$ cat config.mk
export PLATFORM = sky130hd
export DESIGN_NAME = flash_program_erase_sequencer_flat
export DESIGN_NICKNAME = d
export VERILOG_FILES = /design/src/hw/rtl/fpes_pkg.sv /design/src/hw/rtl/fpes_if.sv /design/src/hw/rtl/fpes_merge.sv /design/src/hw/rtl/flash_program_erase_sequencer.sv /design/src/flat_wrapper.sv
export SDC_FILE = /design/constraint.sdc
export NUM_CORES = 1
export LEC_CHECK = 0
export ABC_CLOCK_PERIOD_IN_PS = 4560
export BUFFER_PORTS_ARGS = -buffer_cell sky130_fd_sc_hd__buf_2
export CELL_PAD_IN_SITES_DETAIL_PLACEMENT = 0
export CELL_PAD_IN_SITES_GLOBAL_PLACEMENT = 1
export CORE_MARGIN = 2
export CORE_UTILIZATION = 30
export CTS_BUF_LIST = sky130_fd_sc_hd__clkbuf_16
export CTS_CLUSTER_SIZE = 12
export DETAILED_ROUTE_END_ITERATION = 16
export GPL_TIMING_DRIVEN = 1
export PLACE_DENSITY = 0.65
export SYNTH_ARGS = -nofsm -noshare
export SYNTH_HDL_FRONTEND = slang
export SYNTH_HIERARCHICAL = 1
export SYNTH_SLANG_ARGS = --single-unit
$ cat constraint.sdc
create_clock -name clk -period 4.56 [get_ports clk]
set_clock_uncertainty 0.2 [all_clocks]
set_input_delay 0.684 -clock clk [delete_from_list [all_inputs] [get_ports clk]]
set_output_delay 0.684 -clock clk [all_outputs]
set_load 0.03 [all_outputs]
$ cat src/hw/rtl/fpes_pkg.sv
// Shared types, constants and helpers for the flash program/erase sequencer.
// No dependencies; every other file imports this package.
`default_nettype none

package fpes_pkg;

    // Flash geometry
    localparam int FLASH_BYTES = 262144;
    localparam int PAGE_BYTES  = 512;
    localparam int PAGE_COUNT  = FLASH_BYTES / PAGE_BYTES;
    localparam int PAGE_LIMIT  = (PAGE_COUNT > 1024) ? 1024 : PAGE_COUNT;

    // Field widths
    localparam int OPCODE_W = 3;
    localparam int OFFSET_W = 19;
    localparam int LENGTH_W = 19;
    localparam int SECTOR_W = 10;
    localparam int WORD_W   = 32;
    localparam int STATUS_W = 3;
    localparam int ADDR_W   = 18;
    localparam int TAKEN_W  = 3;
    localparam int PAGE_W   = 10;

    // Range check width: holds FLASH_BYTES and the sum of offset and length
    localparam int FLASH_BIT_W = $clog2(FLASH_BYTES) + 1;
    localparam int RANGE_W     = (FLASH_BIT_W > OFFSET_W + 1) ? FLASH_BIT_W : OFFSET_W + 1;

    typedef enum logic [OPCODE_W-1:0] {
        OP_READ_CHECK = 3'd0,
        OP_PROG_CHUNK = 3'd1,
        OP_ERASE_SECT = 3'd2,
        OP_ERASE_ALL  = 3'd3,
        OP_POLL_ERASE = 3'd4,
        OP_PROG_CHECK = 3'd5
    } opcode_t;

    typedef enum logic [STATUS_W-1:0] {
        ST_OK        = 3'd0,
        ST_BUSY      = 3'd1,
        ST_READ_ERR  = 3'd2,
        ST_PROG_ERR  = 3'd3,
        ST_ERASE_ERR = 3'd4
    } status_t;

    typedef struct packed {
        opcode_t             opcode;
        logic [OFFSET_W-1:0] offset;
        logic [LENGTH_W-1:0] length;
        logic [SECTOR_W-1:0] sector;
        logic [WORD_W-1:0]   write_bytes;
        logic [WORD_W-1:0]   old_word;
        logic                busy_req;
        logic                fail;
    } req_t;

    typedef struct packed {
        status_t            status;
        logic               issue;
        logic               cmd_erase;
        logic [ADDR_W-1:0]  cmd_address;
        logic [WORD_W-1:0]  cmd_data;
        logic [TAKEN_W-1:0] bytes_taken;
        logic               clear_fail;
        logic               invalidate_cache;
        logic               retry_later;
    } rsp_t;

    // Byte address of a page, folded into the command address field
    function automatic logic [ADDR_W-1:0] page_address(input logic [PAGE_W-1:0] page);
        logic [31:0] product;
        product = 32'(page) * 32'(PAGE_BYTES);
        return product[ADDR_W-1:0];
    endfunction

endpackage

`default_nettype wire

$ cat src/hw/rtl/fpes_if.sv
// Valid/ready channel interfaces for request and response words.
// Depends on fpes_pkg for the payload types.
`default_nettype none

interface fpes_req_if;
    import fpes_pkg::*;
    logic valid;
    logic ready;
    req_t data;
    modport source (output valid, output data, input ready);
    modport sink (input valid, input data, output ready);
endinterface

interface fpes_rsp_if;
    import fpes_pkg::*;
    logic valid;
    logic ready;
    rsp_t data;
    modport source (output valid, output data, input ready);
    modport sink (input valid, input data, output ready);
endinterface

`default_nettype wire

$ cat src/hw/rtl/fpes_merge.sv
// Byte merge for one program chunk: chunk size and merged word.
// Depends on fpes_pkg.
`default_nettype none

module fpes_merge (
    input  wire logic [1:0]                    offset_low,
    input  wire logic [fpes_pkg::LENGTH_W-1:0] length,
    input  wire logic [fpes_pkg::WORD_W-1:0]   write_bytes,
    input  wire logic [fpes_pkg::WORD_W-1:0]   old_word,
    output logic      [fpes_pkg::WORD_W-1:0]   merged,
    output logic      [fpes_pkg::TAKEN_W-1:0]  chunk
);
    import fpes_pkg::*;

    logic [TAKEN_W-1:0] room;

    // Chunk runs to the end of the aligned word, capped by the byte count
    always_comb
    begin
        room = TAKEN_W'(4) - TAKEN_W'(offset_low);
        if (length < LENGTH_W'(room))
        begin
            chunk = length[TAKEN_W-1:0];
        end
        else
        begin
            chunk = room;
        end
    end

    // Lane j takes source byte (j - offset) mod 4 when that byte is in the chunk
    always_comb
    begin
        logic [1:0] src;
        merged = old_word;
        for (int j = 0; j < 4; j++)
        begin
            src = 2'(j) - offset_low;
            if (TAKEN_W'(src) < chunk)
            begin
                merged[8*j +: 8] = write_bytes[8*src +: 8];
            end
        end
    end

endmodule

`default_nettype wire

$ cat src/hw/rtl/flash_program_erase_sequencer.sv
// Flash program/erase request sequencer: top level.
// A request word is held in the input register, then leaves through the response register as a response word.
// Throughput: one request per cycle; the input register and response register
// form a two-stage pipeline that stalls only when the response side holds off.
// Reset: rst_n clears both valid bits, the erasing flag, the erase-all flag and
// the current page at once; payload registers are not reset.
// Depends on fpes_pkg, fpes_if (fpes_req_if, fpes_rsp_if) and fpes_merge.
`default_nettype none

module flash_program_erase_sequencer (
    input wire logic clk,
    input wire logic rst_n,
    fpes_req_if.sink   req,
    fpes_rsp_if.source rsp
);
    import fpes_pkg::*;

    // Input register stage
    logic s1_valid_reg;
    req_t s1_req_reg;
    logic s1_fire;

    // Response register stage
    logic rsp_valid_reg;
    rsp_t rsp_reg;
    rsp_t rsp_next;

    // Erase sequencing state
    logic              erasing_reg;
    logic              erasing_next;
    logic              erase_all_reg;
    logic              erase_all_next;
    logic [PAGE_W-1:0] current_page_reg;
    logic [PAGE_W-1:0] current_page_next;

    // Range check and program merge
    logic [RANGE_W-1:0]  off_ext;
    logic [RANGE_W-1:0]  end_ext;
    logic                in_range;
    logic [WORD_W-1:0]   merged;
    logic [TAKEN_W-1:0]  chunk;
    logic [PAGE_W:0]     next_page_ext;

    // Advance stage 1 into the response register when that register is free
    // or being drained this cycle; take a new request whenever stage 1 moves.
    assign s1_fire   = s1_valid_reg && (!rsp_valid_reg || rsp.ready);
    assign req.ready = !s1_valid_reg || s1_fire;

    assign rsp.valid = rsp_valid_reg;
    assign rsp.data  = rsp_reg;

    always_ff @(posedge clk or negedge rst_n)
    begin
        if (!rst_n)
        begin
            s1_valid_reg <= 1'b0;
        end
        else if (req.ready)
        begin
            s1_valid_reg <= req.valid;
        end
    end

    always_ff @(posedge clk)
    begin
        if (req.valid && req.ready)
        begin
            s1_req_reg <= req.data;
        end
    end

    // Request lies inside the flash when offset <= size and offset + length <= size
    assign off_ext  = RANGE_W'(s1_req_reg.offset);
    assign end_ext  = off_ext + RANGE_W'(s1_req_reg.length);
    assign in_range = (off_ext <= RANGE_W'(FLASH_BYTES)) && (end_ext <= RANGE_W'(FLASH_BYTES));

    assign next_page_ext = {1'b0, current_page_reg} + (PAGE_W+1)'(1);

    fpes_merge u_merge (
        .offset_low  (s1_req_reg.offset[1:0]),
        .length      (s1_req_reg.length),
        .write_bytes (s1_req_reg.write_bytes),
        .old_word    (s1_req_reg.old_word),
        .merged      (merged),
        .chunk       (chunk)
    );

    // Decode the held request into a response and the next erase state
    always_comb
    begin
        rsp_next          = '0;
        rsp_next.status   = ST_OK;
        erasing_next      = erasing_reg;
        erase_all_next    = erase_all_reg;
        current_page_next = current_page_reg;

        case (s1_req_reg.opcode)
            OP_READ_CHECK:
            begin
                if (erasing_reg)
                begin
                    rsp_next.status = ST_BUSY;
                end
                else if (!in_range)
                begin
                    rsp_next.status = ST_READ_ERR;
                end
            end

            OP_PROG_CHUNK:
            begin
                if (erasing_reg)
                begin
                    rsp_next.status = ST_BUSY;
                end
                else if (!in_range)
                begin
                    rsp_next.status = ST_PROG_ERR;
                end
                else if (s1_req_reg.length == '0)
                begin
                    // Nothing left: finish the program, flush the cache
                    rsp_next.invalidate_cache = 1'b1;
                end
                else
                begin
                    rsp_next.issue       = 1'b1;
                    rsp_next.cmd_erase   = 1'b0;
                    rsp_next.cmd_address = {s1_req_reg.offset[ADDR_W-1:2], 2'b00};
                    rsp_next.cmd_data    = merged;
                    rsp_next.bytes_taken = chunk;
                end
            end

            OP_ERASE_SECT:
            begin
                if (erasing_reg)
                begin
                    rsp_next.status = ST_BUSY;
                end
                else if (32'(s1_req_reg.sector) >= 32'(PAGE_COUNT))
                begin
                    rsp_next.status = ST_ERASE_ERR;
                end
                else
                begin
                    erasing_next         = 1'b1;
                    erase_all_next       = 1'b0;
                    current_page_next    = s1_req_reg.sector;
                    rsp_next.issue       = 1'b1;
                    rsp_next.cmd_erase   = 1'b1;
                    rsp_next.cmd_address = page_address(s1_req_reg.sector);
                end
            end

            OP_ERASE_ALL:
            begin
                if (erasing_reg)
                begin
                    rsp_next.status = ST_BUSY;
                end
                else
                begin
                    // Start at page 0; each finished poll moves one page on
                    erasing_next         = 1'b1;
                    erase_all_next       = 1'b1;
                    current_page_next    = '0;
                    rsp_next.issue       = 1'b1;
                    rsp_next.cmd_erase   = 1'b1;
                    rsp_next.cmd_address = page_address('0);
                end
            end

            OP_POLL_ERASE:
            begin
                if (!erasing_reg)
                begin
                    rsp_next.status = ST_OK;
                end
                else if (s1_req_reg.busy_req)
                begin
                    rsp_next.status      = ST_BUSY;
                    rsp_next.retry_later = 1'b1;
                end
                else if (s1_req_reg.fail)
                begin
                    // Abort the erase and clear the controller's fail flag
                    rsp_next.status     = ST_ERASE_ERR;
                    rsp_next.clear_fail = 1'b1;
                    erasing_next        = 1'b0;
                    erase_all_next      = 1'b0;
                end
                else if (erase_all_reg && (next_page_ext < (PAGE_W+1)'(PAGE_LIMIT)))
                begin
                    current_page_next         = next_page_ext[PAGE_W-1:0];
                    rsp_next.status           = ST_BUSY;
                    rsp_next.issue            = 1'b1;
                    rsp_next.cmd_erase        = 1'b1;
                    rsp_next.cmd_address      = page_address(next_page_ext[PAGE_W-1:0]);
                    rsp_next.invalidate_cache = 1'b1;
                    rsp_next.retry_later      = 1'b1;
                end
                else
                begin
                    // Last page done, or single sector done
                    rsp_next.invalidate_cache = 1'b1;
                    erasing_next              = 1'b0;
                    erase_all_next            = 1'b0;
                end
            end

            OP_PROG_CHECK:
            begin
                if (s1_req_reg.busy_req)
                begin
                    rsp_next.retry_later = 1'b1;
                end
                else if (s1_req_reg.fail)
                begin
                    rsp_next.status           = ST_PROG_ERR;
                    rsp_next.clear_fail       = 1'b1;
                    rsp_next.invalidate_cache = 1'b1;
                end
                else if (s1_req_reg.length == '0)
                begin
                    rsp_next.invalidate_cache = 1'b1;
                end
            end

            default:
            begin
                rsp_next.status = ST_OK;
            end
        endcase
    end

    // Commit state and load the response only when stage 1 advances
    always_ff @(posedge clk or negedge rst_n)
    begin
        if (!rst_n)
        begin
            erasing_reg      <= 1'b0;
            erase_all_reg    <= 1'b0;
            current_page_reg <= '0;
            rsp_valid_reg    <= 1'b0;
        end
        else
        begin
            if (s1_fire)
            begin
                erasing_reg      <= erasing_next;
                erase_all_reg    <= erase_all_next;
                current_page_reg <= current_page_next;
            end
            if (s1_fire)
            begin
                rsp_valid_reg <= 1'b1;
            end
            else if (rsp.ready)
            begin
                rsp_valid_reg <= 1'b0;
            end
        end
    end

    always_ff @(posedge clk)
    begin
        if (s1_fire)
        begin
            rsp_reg <= rsp_next;
        end
    end

    // Erase-all runs only inside an erase
    a_all_in_erase: assert property (@(posedge clk) disable iff (!rst_n)
        erase_all_reg |-> erasing_reg)
        else $error("erase-all flag set while not erasing");

    // Entering an erase always loads a page-erase command into the response register
    a_erase_start_issues: assert property (@(posedge clk) disable iff (!rst_n)
        $rose(erasing_reg) |-> (rsp_valid_reg && rsp_reg.issue && rsp_reg.cmd_erase))
        else $error("erase started without a page-erase command");

    // Current page stays within the erasable page range during an erase
    a_page_bound: assert property (@(posedge clk) disable iff (!rst_n)
        erasing_reg |-> (32'(current_page_reg) < 32'(PAGE_LIMIT)))
        else $error("current page beyond page count");

    // A stalled response word does not let stage 1 advance or the state move
    a_stall_holds_state: assert property (@(posedge clk) disable iff (!rst_n)
        (rsp_valid_reg && !rsp.ready) |=> ($stable(erasing_reg) && $stable(current_page_reg)))
        else $error("erase state changed while response stalled");

    // No command means no command payload
    a_idle_cmd_zero: assert property (@(posedge clk) disable iff (!rst_n)
        (rsp_valid_reg && !rsp_reg.issue) |->
            (!rsp_reg.cmd_erase && rsp_reg.cmd_address == '0 && rsp_reg.cmd_data == '0))
        else $error("command fields set without issue");

endmodule

`default_nettype wire
$ cat src/flat_wrapper.sv
// flat-port wrapper written by rule: the top's interface ports become plain ports
module flash_program_erase_sequencer_flat import fpes_pkg::*;
  (clk, rst_n, req_valid, req_data, req_ready, rsp_valid, rsp_data, rsp_ready);
  fpes_req_if req_i ();
  fpes_rsp_if rsp_i ();
  input wire logic clk;
  input wire logic rst_n;
  input wire logic [$bits(req_i.valid)-1:0] req_valid;
  input wire logic [$bits(req_i.data)-1:0] req_data;
  output wire logic [$bits(req_i.ready)-1:0] req_ready;
  output wire logic [$bits(rsp_i.valid)-1:0] rsp_valid;
  output wire logic [$bits(rsp_i.data)-1:0] rsp_data;
  input wire logic [$bits(rsp_i.ready)-1:0] rsp_ready;
  assign req_i.valid = req_valid;
  assign req_i.data = req_data;
  assign req_ready = req_i.ready;
  assign rsp_valid = rsp_i.valid;
  assign rsp_data = rsp_i.data;
  assign rsp_i.ready = rsp_ready;
  flash_program_erase_sequencer u_core (.clk(clk), .rst_n(rst_n), .req(req_i), .rsp(rsp_i));
endmodule
==> flow_summary.toml <==
[sta]
rsz0062_at_grt = "no"
hold_viol = 0
min_period_ps = 4020
drv_slew = 0
setup_viol = 0
fmax_mhz = 249
fin_crit_sh = 0.881
tightestPinTransition_ps = 1260
slew_headroom = 0.155
setup_tns_ps = 0

[status]
outcome = "finished, final reports clean"

[pwr]
pwr-share-clk = 0.352
p_sw_mw = 1.29
leakagePower_nw = 4.37
pwr-share-seq = 0.483
total_power_mw = 4.55
powerDensity_mw_per_mm2 = 404
ir_worst_vdd_uv = 268
power_frac_comb = 0.166
intPower_mw = 3.26
p_sw_frac = 0.284

[floorplanning]
ios = 184
fp.dieW_um = 180
die_y_um = 180
dieArea_mm2 = 0.0324
start_util = 0.304
core_area_mm2 = 0.0306
num_rows = 64

[yosys]
synthArstFlopShare = 0.0737
synth_top_area_share = 0.568
synth.area.top_cells = "edfxtp_1 (57%), mux4_2 (7.7%), dfrtp_1 (3.8%)"
synth_enable_flop_cells = 176
yosysMostFrequentCell = "edfxtp_1"
yosysSeqAreaShare = 0.606
synth_area_leader_cell = "edfxtp_1"
synthFlopType = "edfxtp_1"
netlist_area_mm2 = 0.00931
synthTopCellsByCount = "edfxtp_1 (176), and2_1 (46), a21oi_1 (43), nand2_1 (33), mux4_2 (32)"
synth_cells = 633
synth.distinct_cells = 65
yosysWarnings = 6
synth-seq-cells = 190
syn_area_per_cell_um2 = 14.7

[global_routing]
grt_max_degree = 63
antenna_found_initial = 2
gr-total-overflow = 0
grt_pass1_wl_um = 36500
grt.total_usage = 0.149
grt_pass1_vias = 6078

[routing]
drc_errors = 0
wl_per_cell_um = 19.5
drtAntennaViolNets = 0
vias = 5978
firstDrtPassIters = 4
drtIter0Drc = 496
wl_um = 23800
routed_via_density = 4.88

[finish]
largest_register_ffs = 98
final_nets = 959
finalNonFillerCells = 1224
drive_above_1_share = 0.367
insertedDiodeCount = 0
area_growth_pct = 21.2

[worst_setup_path]
start_kind = "flip-flop"
cpPeakStageDelay_ps = 470
cp.buffers_inverters = 1
required_ps = 4670
crit_path_max_fanout = 23
worstSetupEndpointType = "flip-flop"
critPathArrivalTime_ps = 4130
setup.worst_path.class = "reg -> reg"
slowest_stage = "edfxtp_1"
cp_top_family = "compound AO/OA/AOI/OAI gates"
crit_chain = "ha_1 -> fa_1 -> a211o_1 -> a221oi_4 -> o22ai_2 -> o2111a_1 -> or3_1 -> a211oi_1 -> a41oi_1 -> nor3_4 -> buf_4 -> and2_1"

[cts]
ctsResizeCount = 0
h-tree-depth = 4
postCtsSetupRepairBufs = 0
hold_buffers = 1
cts_buffers = 17
cts_root_buf = "clkbuf_16"
clkSinkCount = 190
clk-insertion-delay-late_ps = 450
clockBufferDepth = 2
clkSlewWorstSetupHoldPaths_ps = 80
cts_tree = "yes"

[place]
gp_congestion = 0.823
dp_hpwl_um = 17100
dp_cells = 1191
numPortBuffers = 181

[hold_path]
hold_path_class = "in -> reg"

[job]
drv_cap = 0
logic make-up after synthesis:
| family | share of synthesized area |
|---|---|
| flip-flops | 0.606 |
| AND/OR/NAND/NOR | 0.0953 |
| AO/OA/AOI/OAI | 0.0948 |
| multiplexers | 0.126 |
| buffers and inverters | 0.0219 |
| adder cells (fa/ha/maj) | 0.0351 |
| XOR/XNOR | 0.0207 |
| other | 0.000403 |
metal layers:
| layer | track usage | share of wire |
|---|---|---|
| met5 | 0 | 0.0011 |
| met4 | 0.0439 | 0.015 |
| met3 | 0.0352 | 0.055 |
| met2 | 0.236 | 0.47 |
| met1 | 0.204 | 0.46 |
path summary, 6_finish.rpt:
check	cells after the start	start	end	slack, ps
min	1	req_data[20]	u_core/s1_req_reg[20]	200
max in group asynchronous	2	rst_n	u_core/current_page_reg[3]	3390
min in group asynchronous	2	rst_n	u_core/current_page_reg[5]	500
max reg2reg	12	u_core/s1_req_reg[76]	u_core/rsp.data[30]	540
min reg2reg	1	u_core/s1_valid_reg	u_core/rsp.valid	310
max	12	u_core/s1_req_reg[76]	u_core/rsp.data[30]	540
cell usage in the layout, fill, tap and decap left out, types with 10 or more instances in the layout:
cell type and instances:
mux2_2 18, xnor2_1 16, nand2_1 33, inv_1 10
edfxtp_1 176, and2_1 44, nor4_1 12, nand2b_1 13
mux2_4 16, ha_1 22, nor2_1 23, a21oi_1 43
buf_2 181, clkbuf_16 17, mux4_2 32, dfrtp_1 14
o21ai_0 22
metrics by stage:
| step | instance area [um2] | setup WS (ps) | hold slack, ps | util |
|---|---|---|---|---|
| global placement | 10600 | 659 | 277 | 0.347 |
| floorplan | 9310 | 113 | 188 | - |
| finish | 11300 | 545 | 205 | 0.369 |
| CTS | 11300 | 519 | 184 | 0.369 |
| global route | 11300 | 242 | 181 | 0.369 |
| detailed placement | 10600 | 552 | 289 | 0.347 |
power by group through the flow:
stage | clock network, mW | logic (mW) | registers (mW)
final | 1.60 | 0.755 | 2.20
after global routing | 1.72 | 0.831 | 2.22
after CTS | 1.65 | 0.763 | 2.20
after detailed placement | 0 | 0.760 | 2.23
after global placement | 0 | 0.754 | 2.23
after floorplan | 0 | 0.488 | 2.26
layout make-up:
class,instances,area [um2]
clock inverter,15,216
timing repair buffer,191,996
sequential,190,5640
clock buffer,17,425
multi-input combinational,405,3470
fill,2973,19300
tap,396,495
inverter,10,37.5
Note: power is estimated with default switching activity, not from simulation.
